**config.mk**
```make
export PLATFORM = sky130hd
export DESIGN_NAME = scoped_in_flight_limiter_unit
export DESIGN_NICKNAME = d
export VERILOG_FILES = /design/src/sv/sifl_pkg.sv /design/src/sv/sifl_ram.sv /design/src/sv/scoped_in_flight_limiter_unit.sv
export SDC_FILE = /design/constraint.sdc
export NUM_CORES = 1
export LEC_CHECK = 0
export BUFFER_PORTS_ARGS = -buffer_cell sky130_fd_sc_hd__buf_2
export CAP_MARGIN = 5
export CORE_ASPECT_RATIO = 0.7
export CORE_UTILIZATION = 29
export CTS_BUF_LIST = sky130_fd_sc_hd__clkbuf_8 sky130_fd_sc_hd__clkbuf_16
export CTS_CLUSTER_SIZE = 14
export DETAILED_ROUTE_END_ITERATION = 10
export SLEW_MARGIN = 5
export SYNTH_ARGS = -nofsm -noshare
export SYNTH_HDL_FRONTEND = slang
export SYNTH_SLANG_ARGS = --single-unit
```
**constraint.sdc**
```tcl
create_clock -name i_clk -period 11.75 [get_ports i_clk]
set_clock_uncertainty 0.2 [all_clocks]
set_input_delay 0 -clock i_clk [delete_from_list [all_inputs] [get_ports i_clk]]
set_output_delay 0 -clock i_clk [all_outputs]
set_load 0.05 [all_outputs]
```
**src/sv/sifl_pkg.sv**
```systemverilog
`default_nettype none
// ----------------------------------------------------------------------------
// sifl_pkg
// shared types and constants of the scoped in-flight limiter
// ----------------------------------------------------------------------------
package sifl_pkg;

    // number of per-stream gates, a power of two
    localparam int STREAMS   = 64;
    localparam int STREAM_AW = (STREAMS > 1) ? $clog2(STREAMS) : 1;

    localparam int CNT_W   = 10;
    localparam int SCOPE_W = 2;
    localparam int POOL_W  = 2;
    localparam int SID_W   = 6;
    localparam int CFG_AW  = 1;

    // gate scope codes
    localparam logic [SCOPE_W-1:0] SCOPE_GLOBAL = 2'd0;
    localparam logic [SCOPE_W-1:0] SCOPE_STREAM = 2'd1;
    localparam logic [SCOPE_W-1:0] SCOPE_POOL   = 2'd2;

    // pool codes
    localparam logic [POOL_W-1:0] POOL_VECTOR = 2'd0;
    localparam logic [POOL_W-1:0] POOL_CUBE   = 2'd1;

    // request opcodes
    localparam logic OP_ACQUIRE = 1'b0;
    localparam logic OP_RELEASE = 1'b1;

    // configuration register indexes
    localparam logic [CFG_AW-1:0] CFG_GATE_SCOPE  = 1'd0;
    localparam logic [CFG_AW-1:0] CFG_DEPTH_LIMIT = 1'd1;

    localparam logic [CNT_W-1:0] DEPTH_LIMIT_RST = 10'd8;

    typedef enum logic [1:0] {
        GATE_GLOBAL,
        GATE_VECTOR,
        GATE_CUBE,
        GATE_STREAM
    } t_gate;

endpackage
`default_nettype wire

```
**src/sv/sifl_ram.sv**
```systemverilog
`default_nettype none
// ----------------------------------------------------------------------------
// sifl_ram
// generic single write port, single read port ram with registered read data
// ----------------------------------------------------------------------------
module sifl_ram #(
    parameter int WIDTH = 10,
    parameter int DEPTH = 64
) (
    input  wire                                   i_clk,
    input  wire                                   i_we,
    input  wire  [((DEPTH > 1) ? $clog2(DEPTH) : 1)-1:0] i_waddr,
    input  wire  [WIDTH-1:0]                      i_wdata,
    input  wire                                   i_re,
    input  wire  [((DEPTH > 1) ? $clog2(DEPTH) : 1)-1:0] i_raddr,
    output logic [WIDTH-1:0]                      o_rdata
);

    logic [WIDTH-1:0] r_mem [DEPTH];
    logic [WIDTH-1:0] r_rdata;

    always_ff @(posedge i_clk) begin
        if (i_we) begin
            r_mem[i_waddr] <= i_wdata;
        end
        if (i_re) begin
            r_rdata <= r_mem[i_raddr];
        end
    end

    assign o_rdata = r_rdata;

endmodule
`default_nettype wire

```
**src/sv/scoped_in_flight_limiter_unit.sv**
```systemverilog
`default_nettype none
// ----------------------------------------------------------------------------
// scoped_in_flight_limiter_unit
// counting credit gates limiting in-flight tasks, global, per stream or per pool
// ----------------------------------------------------------------------------
// usage:
//   request channel (i_in_valid / o_in_ready) carries opcode, stream id and
//   pool; result channel (o_out_valid / i_out_ready) returns granted, the
//   gate count after the step and an underflow flag, one result per request.
//   the stream table ram is read at acceptance, the request is resolved in the
//   execute register and the result is loaded into the output register.
//   throughput is one request per cycle while the receiver does not stall; the
//   single read-modify-write of the selected gate per cycle sets that figure,
//   with a bypass of the last stream table write covering back to back
//   requests on one stream.
//   when the receiver stalls, the result holds and one more request can
//   wait in the execute register; after that o_in_ready drops.
//   reset (synchronous, active low) clears all counts, sets scope to global
//   and the depth limit to 8; the stream table is marked empty by per-entry
//   valid bits, so no clearing pass is needed and requests are taken at once.
//   configuration writes (i_cfg_we) take effect in the next cycle; the user must
//   only make them while no transaction is in flight; the block never checks.
// ----------------------------------------------------------------------------
module scoped_in_flight_limiter_unit (
    input  wire                        i_clk,
    input  wire                        i_rst_n,
    // configuration
    input  wire                        i_cfg_we,
    input  wire  [sifl_pkg::CFG_AW-1:0] i_cfg_idx,
    input  wire  [sifl_pkg::CNT_W-1:0]  i_cfg_wdata,
    // requests
    input  wire                        i_in_valid,
    output logic                       o_in_ready,
    input  wire                        i_opcode,
    input  wire  [sifl_pkg::SID_W-1:0]  i_stream_id,
    input  wire  [sifl_pkg::POOL_W-1:0] i_pool,
    // results
    output logic                       o_out_valid,
    input  wire                        i_out_ready,
    output logic                       o_granted,
    output logic [sifl_pkg::CNT_W-1:0]  o_count_after,
    output logic                       o_underflow
);

    import sifl_pkg::*;

    // configuration registers
    logic [SCOPE_W-1:0]   r_scope;
    logic [CNT_W-1:0]     r_limit;

    // gate counters
    logic [CNT_W-1:0]     r_global_cnt;
    logic [CNT_W-1:0]     r_vector_cnt;
    logic [CNT_W-1:0]     r_cube_cnt;
    logic [STREAMS-1:0]   r_strm_vld;

    // execute register
    logic                 r_s1_vld;
    logic                 r_s1_op;
    logic [STREAM_AW-1:0] r_s1_sidx;
    logic [POOL_W-1:0]    r_s1_pool;

    // bypass of the last stream table write
    logic                 r_fwd_vld;
    logic [STREAM_AW-1:0] r_fwd_addr;
    logic [CNT_W-1:0]     r_fwd_cnt;

    // output register
    logic                 r_out_vld;
    logic                 r_out_granted;
    logic [CNT_W-1:0]     r_out_cnt;
    logic                 r_out_underflow;

    logic                 in_fire;
    logic                 s1_adv;
    logic                 s1_fire;
    logic [STREAM_AW-1:0] in_sidx;
    logic [CNT_W-1:0]     ram_rdata;
    logic [CNT_W-1:0]     strm_cnt;
    t_gate                gate;
    logic [CNT_W-1:0]     cur_cnt;
    logic [CNT_W-1:0]     n_cnt;
    logic                 n_granted;
    logic                 n_underflow;
    logic                 strm_we;

    // stream id modulo the table size
    assign in_sidx    = i_stream_id[STREAM_AW-1:0];
    assign s1_adv     = !r_out_vld || i_out_ready;
    assign s1_fire    = r_s1_vld && s1_adv;
    assign o_in_ready = !r_s1_vld || s1_adv;
    assign in_fire    = i_in_valid && o_in_ready;

    sifl_ram #(
        .WIDTH (CNT_W),
        .DEPTH (STREAMS)
    ) u_strm_ram (
        .i_clk   (i_clk),
        .i_we    (strm_we),
        .i_waddr (r_s1_sidx),
        .i_wdata (n_cnt),
        .i_re    (in_fire),
        .i_raddr (in_sidx),
        .o_rdata (ram_rdata)
    );

    always_comb begin
        if (r_fwd_vld && (r_fwd_addr == r_s1_sidx)) begin
            strm_cnt = r_fwd_cnt;
        end else if (r_strm_vld[r_s1_sidx]) begin
            strm_cnt = ram_rdata;
        end else begin
            strm_cnt = '0;
        end
    end

    always_comb begin
        case (r_scope)
            SCOPE_STREAM: gate = GATE_STREAM;
            SCOPE_POOL: begin
                if (r_s1_pool == POOL_VECTOR) begin
                    gate = GATE_VECTOR;
                end else if (r_s1_pool == POOL_CUBE) begin
                    gate = GATE_CUBE;
                end else begin
                    gate = GATE_GLOBAL;
                end
            end
            default: gate = GATE_GLOBAL;
        endcase
    end

    always_comb begin
        case (gate)
            GATE_VECTOR: cur_cnt = r_vector_cnt;
            GATE_CUBE:   cur_cnt = r_cube_cnt;
            GATE_STREAM: cur_cnt = strm_cnt;
            default:     cur_cnt = r_global_cnt;
        endcase
    end

    always_comb begin
        n_cnt       = cur_cnt;
        n_granted   = 1'b0;
        n_underflow = 1'b0;
        if (r_s1_op == OP_ACQUIRE) begin
            // count below limit means it is below 1023, no wrap
            if (cur_cnt < r_limit) begin
                n_cnt     = cur_cnt + 1'b1;
                n_granted = 1'b1;
            end
        end else begin
            if (cur_cnt == '0) begin
                n_underflow = 1'b1;
            end else begin
                n_cnt = cur_cnt - 1'b1;
            end
        end
    end

    assign strm_we = s1_fire && (gate == GATE_STREAM);

    always_ff @(posedge i_clk) begin
        if (!i_rst_n) begin
            r_scope <= SCOPE_GLOBAL;
            r_limit <= DEPTH_LIMIT_RST;
        end else if (i_cfg_we) begin
            case (i_cfg_idx)
                CFG_GATE_SCOPE:  r_scope <= i_cfg_wdata[SCOPE_W-1:0];
                CFG_DEPTH_LIMIT: r_limit <= i_cfg_wdata;
                default: ;
            endcase
        end
    end

    always_ff @(posedge i_clk) begin
        if (!i_rst_n) begin
            r_global_cnt <= '0;
            r_vector_cnt <= '0;
            r_cube_cnt   <= '0;
            r_strm_vld   <= '0;
            r_fwd_vld    <= 1'b0;
        end else if (s1_fire) begin
            case (gate)
                GATE_VECTOR: r_vector_cnt <= n_cnt;
                GATE_CUBE:   r_cube_cnt   <= n_cnt;
                GATE_STREAM: begin
                    r_strm_vld[r_s1_sidx] <= 1'b1;
                    r_fwd_vld             <= 1'b1;
                end
                default:     r_global_cnt <= n_cnt;
            endcase
        end
    end

    always_ff @(posedge i_clk) begin
        if (strm_we) begin
            r_fwd_addr <= r_s1_sidx;
            r_fwd_cnt  <= n_cnt;
        end
    end

    always_ff @(posedge i_clk) begin
        if (!i_rst_n) begin
            r_s1_vld <= 1'b0;
        end else if (in_fire) begin
            r_s1_vld <= 1'b1;
        end else if (s1_adv) begin
            r_s1_vld <= 1'b0;
        end
    end

    always_ff @(posedge i_clk) begin
        if (in_fire) begin
            r_s1_op   <= i_opcode;
            r_s1_sidx <= in_sidx;
            r_s1_pool <= i_pool;
        end
    end

    always_ff @(posedge i_clk) begin
        if (!i_rst_n) begin
            r_out_vld <= 1'b0;
        end else if (s1_fire) begin
            r_out_vld <= 1'b1;
        end else if (i_out_ready) begin
            r_out_vld <= 1'b0;
        end
    end

    always_ff @(posedge i_clk) begin
        if (s1_fire) begin
            r_out_granted   <= n_granted;
            r_out_cnt       <= n_cnt;
            r_out_underflow <= n_underflow;
        end
    end

    assign o_out_valid   = r_out_vld;
    assign o_granted     = r_out_granted;
    assign o_count_after = r_out_cnt;
    assign o_underflow   = r_out_underflow;

`ifndef NO_ASSERTIONS
    a_grant_xor_underflow: assert property (@(posedge i_clk) disable iff (!i_rst_n)
        o_out_valid |-> !(o_granted && o_underflow))
        else $error("grant and underflow on one result");

    a_grant_nonzero: assert property (@(posedge i_clk) disable iff (!i_rst_n)
        (o_out_valid && o_granted) |-> (o_count_after != '0))
        else $error("granted acquire left a zero count");

    a_underflow_zero: assert property (@(posedge i_clk) disable iff (!i_rst_n)
        (o_out_valid && o_underflow) |-> (o_count_after == '0))
        else $error("underflow with a nonzero count");

    a_accept_loads_s1: assert property (@(posedge i_clk) disable iff (!i_rst_n)
        in_fire |=> r_s1_vld)
        else $error("accepted transaction lost before execute");

    a_stall_holds_s1: assert property (@(posedge i_clk) disable iff (!i_rst_n)
        (r_s1_vld && !s1_adv) |=> (r_s1_vld && $stable(r_s1_sidx) && $stable(r_s1_op)))
        else $error("execute register changed while stalled");
`endif

endmodule
`default_nettype wire

```
### Word level (Yosys, flattened, before mapping)

Memories as Yosys holds them, arrays and structs flattened. A register that Yosys moved wholly into a read port is not among the register bits.
Index checks and enable logic that the tools add are counted.

| storage, ports and cells | value |
|---|---|
| flip-flop bits (word level) | 146 |
| RAM bits | 640 |
| input port bits | 25 |
| output and inout bits | 14 |
| word-level logic and storage cells | 74 |
| memories kept | 1 |

| operators by class | value |
|---|---|
| add/sub/neg operators | 2 |
| $lt $le $gt $ge | 3 |
| eq/ne operators | 7 |
| muxes and demuxes | 21 |
| bitwise operators | 3 |
| reduce and logical (&&, ||, !) cells | 20 |

Memories:

| name | words | bits a word | rd ports | clocked after memory_dff | write ports | line | text |
|---|---|---|---|---|---|---|---|
| u_strm_ram.r_mem | 64 | 10 | 1 | 1 | 1 | sifl_ram.sv:19 | `logic [WIDTH-1:0] r_mem [DEPTH];` |

Operators with widths:

| cell | number |
|---|---|
| $or A64 B64 Y64 | 1 |
| $mux W10 | 5 |
| $pmux W10 S3 | 1 |
| $reduce_and A2 Y1 | 6 |
| $add A10 B1 Y10 const B | 1 |
| $logic_not A10 Y1 | 1 |
| $lt A10 B10 Y1 | 1 |
| $mux W1 | 10 |
| $sub A10 B1 Y10 const B | 1 |
| $lt A6 B7 Y1 const B | 1 |
| $bmux W1 S6 | 1 |
| $demux W1 S6 | 1 |
| $eq A2 B1 Y1 const B | 3 |
| $eq A2 B2 Y1 const B | 3 |
| $eq A6 B6 Y1 | 1 |
| $ge A6 B1 Y1 const B | 1 |
| $logic_and A1 B1 Y1 | 5 |
| $mux W2 | 2 |
| $pmux W2 S2 | 1 |
| $reduce_bool A2 Y1 | 2 |
| $reduce_or A3 Y1 | 1 |
| $logic_not A1 Y1 | 2 |
| $logic_not A2 Y1 | 1 |
| $logic_or A1 B1 Y1 | 2 |
| $not A1 Y1 | 2 |

### Logic depth before layout (Yosys ltp)

| depth | value |
|---|---|
| word-level depth | 9 |
| mapped depth | 23 |
| depth with buffers taken out | 20 |

### Cells and area by module

From an unflattened synthesis, not the netlist that was laid out.

| unflattened totals | value |
|---|---|
| cell total of the unflattened synthesis | 1885 |
| area, all modules | 32421.1 µm² |

Modules (own cells, without submodules):

| module | instances | cells an instance | area an instance (µm²) |
|---|---|---|---|
| sifl_ram | 1 | 1118 | 25201.7 |
| scoped_in_flight_limiter_unit | 1 | 767 | 7219.4 |

### Least setup slack after synthesis

OpenSTA, ideal clock, no wires.

| timing | value |
|---|---|
| kind | flip-flop to flip-flop |
| from | register r_s1_sidx[1] |
| to | register r_out_cnt[9], in the netlist o_count_after[9] (data pin) |
| data arrival time | 5.086 ns |
| data required time | 11.203 ns |
| setup slack | 6.117 ns |
| stages on the path, launching flop included | 21 |
| cell sequence | edfxtp_1 buf_6 mux2_4 a221oi_2 a21oi_1 o22a_1 a311o_1 buf_2 o21ai_0 nand2_1 ha_1 a21o_1 a211oi_1 o21ai_0 a21o_1 a211oi_1 a21boi_0 nand2b_1 o311a_1 a211o_1 inv_1 |

| between the ends | value |
|---|---|
| cells in the longest elaborated chain, start to end | 8 |
| elaborated cells between the ends (all ways) | 14 |

Ends and longest elaborated chain:

| what | line | text |
|---|---|---|
| start, declared | scoped_in_flight_limiter_unit.sv:60 | `logic [STREAM_AW-1:0] r_s1_sidx;` |
| start signal, assigned | scoped_in_flight_limiter_unit.sv:216 | `r_s1_sidx <= in_sidx;` |
| $bmux W1 S6 | scoped_in_flight_limiter_unit.sv:110 | `end else if (r_strm_vld[r_s1_sidx]) begin` |
| $mux W1 (implied by the code) | scoped_in_flight_limiter_unit.sv:110 |  |
| $mux W10 | scoped_in_flight_limiter_unit.sv:110 |  |
| $mux W10 * | scoped_in_flight_limiter_unit.sv:108 | `if (r_fwd_vld && (r_fwd_addr == r_s1_sidx)) begin` |
| $pmux W10 S3 * | scoped_in_flight_limiter_unit.sv:134 | `case (gate)` |
| $add A10 B1 Y10, or another cell as far along | scoped_in_flight_limiter_unit.sv:149 | `n_cnt = cur_cnt + 1'b1;` |
| $mux W10, on equally long branches | scoped_in_flight_limiter_unit.sv:148, scoped_in_flight_limiter_unit.sv:153 |  |
| $mux W10 * | scoped_in_flight_limiter_unit.sv:146 | `if (r_s1_op == OP_ACQUIRE) begin` |
| named net n_cnt[9] | scoped_in_flight_limiter_unit.sv:82 | `logic [CNT_W-1:0] n_cnt;` |
| end signal, assigned | scoped_in_flight_limiter_unit.sv:234 | `r_out_cnt <= n_cnt;` |
| end, declared | scoped_in_flight_limiter_unit.sv:71 | `logic [CNT_W-1:0] r_out_cnt;` |

Mark *: on every way through the listed nets, which the timed path passes. The rest lies on a longest branch. The select of a mux whose other input is x is not followed.
A chain may end at the register's enable or synchronous reset.

### Final worst setup path

| timing | value |
|---|---|
| from | register r_s1_sidx[1] |
| to | memory u_strm_ram.r_mem[2][6] (data pin) |

| between the ends | value |
|---|---|
| cells in the longest elaborated chain, start to end | 8 |
| elaborated cells between the ends (all ways) | 14 |

Ends and longest elaborated chain:

| what | line |
|---|---|
| $bmux W1 S6 | scoped_in_flight_limiter_unit.sv:110 |
| $mux W1 (implied by the code) | scoped_in_flight_limiter_unit.sv:110 |
| $mux W10 | scoped_in_flight_limiter_unit.sv:110 |
| $mux W10 * | scoped_in_flight_limiter_unit.sv:108 |
| $pmux W10 S3 * | scoped_in_flight_limiter_unit.sv:134 |
| $add A10 B1 Y10, or another cell as far along | scoped_in_flight_limiter_unit.sv:149 |
| $mux W10, on equally long branches | scoped_in_flight_limiter_unit.sv:148, scoped_in_flight_limiter_unit.sv:153 |
| $mux W10 * | scoped_in_flight_limiter_unit.sv:146 |
| named net n_cnt[6] | scoped_in_flight_limiter_unit.sv:82 |
| end, declared | sifl_ram.sv:19 |

Marks and branches as above.

==> impl_metrics.json <==
{
  "criticalPathCategory": "flip-flop to flip-flop",
  "first_iter_violations": 2239,
  "nNetsFinal": 1889,
  "num_rows": 100,
  "antenna_found_initial": 10,
  "fill_cells": 10060,
  "area_growth_pct": 15.42,
  "ant_nets": 0,
  "ys_ff_latch": 796,
  "cts_tree": "done",
  "cp_max_fo": 66,
  "wl_per_cell_um": 23.63,
  "min_to": "o_out_valid",
  "rsz0062_at_grt": "no",
  "r2r_end": "u_strm_ram.r_mem[2][6]",
  "hpwl_um": 47290,
  "io_pins": 39,
  "yosysWarningCount": 0,
  "place_area_sq_um": 33370,
  "status": "complete, no violations",
  "min_period_ns": 7.479,
  "syn-num-nets": 1748,
  "vdd_drop_max_mv": 0.09356,
  "vias_per_cell": 5.030,
  "worstPathArrival_ns": 7.55,
  "vias": 16750,
  "r2r-start": "r_s1_sidx[1]",
  "synth_area_sq_um": 31290,
  "fmaxAchievable_mhz": 133.7,
  "syn_inst": 1709,
  "drive_gt1_share_pct": 22.89,
  "grt_max_degree": 81,
  "clk_path_buf_depth": 3,
  "remaining_drc_errors": 0,
  "multi_input_area_sq_um": 8075,
  "place_congestion": 0.9020,
  "drv_slew": 0,
  "drt-total-wl_um": 78700,
  "register_area_sq_um": 22810,
  "overflow": 0,
  "power.density_nw_per_um2": 165.8,
  "tightest_slew_ns": 1.339,
  "hp-class": "input pin to flip-flop",
  "post_cts_resized": 0,
  "grt_pass1_vias": 16580,
  "start_util_pct": 29.35,
  "grt_first_pass_wirelength_um": 115200,
  "die_h_um": 276.8,
  "cts.sinks": 796,
  "cts_root_buf": "clkbuf_16",
  "worst_slack_ns": 4.271,
  "numCtsBuffers": 71,
  "slew_headroom_pct": 10.58,
  "die_w_um": 394.6,
  "async_flop_share_pct": 0,
  "setup_viol": 0,
  "place_ws_ns": 4.393,
  "fp.coreArea_sq_um": 106600,
  "port_buffers": 38,
  "first_pass_iters": 6,
  "cp-start-kind": "flip-flop",
  "track_usage_pct": 14.30,
  "cp-end-kind": "flip-flop",
  "fin_cells": 3330,
  "leakage_nw": 11.54,
  "clkTransAtPathRegs_ns": 0.06,
  "synthDistinctLibCells": 73,
  "yosysSeqAreaShare_pct": 72.91,
  "final_area_sq_um": 36110,
  "die_area_sq_um": 109200,
  "hold_depth": 5,
  "maxCapViolCount": 0,
  "dp.cells": 3146,
  "syn_area_per_cell_sq_um": 18.31,
  "worstHoldStart": "i_out_ready",
  "required_ns": 11.82,
  "r2r_cells": 18,
  "clkLatencyLatePin_ns": 0.64,
  "finalHoldViolCount": 0,
  "fin_crit_sh_pct": 63.65,
  "htreeDepth": 3,
  "synth-edff-count": 687,
  "setup_tns_ns": 0,
  "synthFlopType": "edfxtp_1",
  "r2r_slack_ns": 4.27
}
==> stage by stage <==
| step | hold WS [ns] | utilization (%) | power (W) |
|---|---|---|---|
| after floorplan | -0.1011 | - | 0.003615 |
| after global placement | -0.01686 | 31.31 | 0.003797 |
| after detailed placement | -0.007239 | 31.31 | 0.003823 |
| after CTS | 0.01696 | 33.87 | 0.006042 |
| after global routing | 0.06196 | 33.87 | 0.006196 |
| final | 0.05714 | 33.88 | 0.005988 |
==> critical path, stage by stage, from the launching register on <==
cell      delay [ns]
edfxtp_1        0.92
nor2b_1         0.75
nand3_1         0.14
o311ai_0        0.14
a221oi_1        0.12
a211oi_2        0.80
o21ai_0         0.32
nand2_1         0.23
ha_1            0.27
a21o_1          0.17
a211oi_1        0.29
o21ai_0         0.15
a21o_1          0.19
a211oi_1        0.26
a21boi_0        0.27
or3_1           0.44
o32ai_1         0.31
xnor2_1         0.22
inv_2           0.83
==> cells in the mapped netlist (4+ instances only) <==
| cell type | instances | area (sq um) |
|---|---|---|
| o21bai_1 | 4 | 30.03 |
| or3_1 | 4 | 25.02 |
| xnor2_1 | 11 | 96.34 |
| clkbuf_1 | 50 | 187.7 |
| nand3_1 | 11 | 55.05 |
| nor3_1 | 4 | 20.02 |
| a21oi_1 | 50 | 250.2 |
| a221o_1 | 6 | 60.06 |
| nand4_1 | 4 | 25.02 |
| a211oi_1 | 5 | 37.54 |
| o21ai_0 | 43 | 215.2 |
| dfxtp_1 | 109 | 2182 |
| and2_1 | 7 | 43.79 |
| inv_1 | 32 | 120.1 |
| ha_1 | 14 | 175.2 |
| mux4_2 | 213 | 4797 |
| edfxtp_1 | 687 | 20630 |
| mux2i_1 | 18 | 180.2 |
| nand2_1 | 70 | 262.8 |
| nor2_1 | 228 | 855.8 |
| buf_2 | 7 | 35.03 |
| or2_2 | 4 | 25.02 |
| buf_1 | 18 | 67.56 |
| a21o_1 | 5 | 37.54 |
| a221oi_1 | 12 | 105.1 |
| nand2b_1 | 7 | 43.79 |
| nor2b_1 | 6 | 37.54 |
| o22ai_1 | 8 | 50.05 |
==> layer usage <==
metal,GRT usage (%),vias up,wire length (um)
met5,0,-,20
met4,3.031,2,1326
met3,3.566,94,6908
met2,19.61,698,32910
met1,22.49,8837,37530
li1,-,7120,-
==> power breakdown <==
group | switching (W) | internal [W]
clock network | 0.00102 | 0.00119
logic | 0.000374 | 0.000143
registers | 0.0000129 | 0.00324
==> repair_timing <==
action                                  in CTS  in global routing
endpoints found under the setup margin       0                  0
hold buffers                                59                  0
buffers inserted                             0                  0
endpoints found under the hold margin       58                  0
==> cell usage in the layout (no fill, tap or decap), types with 5 or more instances in the layout <==
cell,Yosys,routed
edfxtp_1,687,687
mux4_2,213,213
nor2_1,228,212
dfxtp_1,109,109
clkbuf_16,0,73
nand2_1,70,69
dlygate4sd3_1,0,59
inv_1,32,51
a21oi_1,50,50
buf_4,0,49
o21ai_0,43,43
buf_2,7,35
mux2i_1,18,18
nor2_2,0,16
ha_1,14,14
a221oi_1,12,12
xnor2_1,11,11
nand3_1,11,11
inv_2,2,11
o22ai_1,8,8
clkinv_2,0,8
nand2b_1,7,7
and2_1,7,7
nor2b_1,6,6
a221o_1,6,6
clkinv_1,1,6
a21o_1,5,5
a211oi_1,5,5
==> sequential cells by signal, summed over array words and instances (netlist names) <==
signal              cells
r_s1_op                 1
u_strm_ram.o_rdata     10
r_s1_pool               2
u_strm_ram.r_mem      640
o_granted               1
r_strm_vld             64
r_fwd_cnt              10
r_global_cnt           10
o_underflow             1
r_fwd_vld               1
r_s1_vld                1
r_cube_cnt             10
r_fwd_addr              6
r_scope                 2
r_vector_cnt           10
o_out_valid             1
o_count_after          10
r_limit                10
r_s1_sidx               6
==> how the worst max path moves through the flow <==
stage | start | end | slack, ns | depth (start not counted)
after floorplan | r_s1_sidx[1] | o_count_after[9] | 6.12 | 20
after global routing | r_s1_sidx[1] | u_strm_ram.r_mem[0][6] | 3.81 | 18
after CTS | r_s1_sidx[1] | u_strm_ram.r_mem[2][6] | 4.38 | 18
after global placement | r_s1_sidx[1] | u_strm_ram.r_mem[12][9] | 4.70 | 18
final | r_s1_sidx[1] | u_strm_ram.r_mem[2][6] | 4.27 | 18
after detailed placement | r_s1_sidx[1] | u_strm_ram.r_mem[48][6] | 4.39 | 18
==> final cells by class <==
type	count	share of cell area, %
Sequential cell	796	63.17
Multi-Input combinational cell	801	22.36
Clock buffer	77	5.211
Tap cell	1428	4.947
Timing Repair Buffer	145	3.212
Clock inverter	46	0.7241
Inverter	35	0.3638
Antenna cell	2	0.01386
==> cells by family after synthesis <==
kind of cell               synth area share, %
adders and majority gates               0.5598
and+or+nand+nor                          5.023
DFF                                      72.91
AOI/OAI and AO/OA                        3.791
xor gates and xnor gates                0.3079
muxes                                    15.99
buffers and inverters                    1.420
No activity file was read; power rests on OpenSTA's default activity.
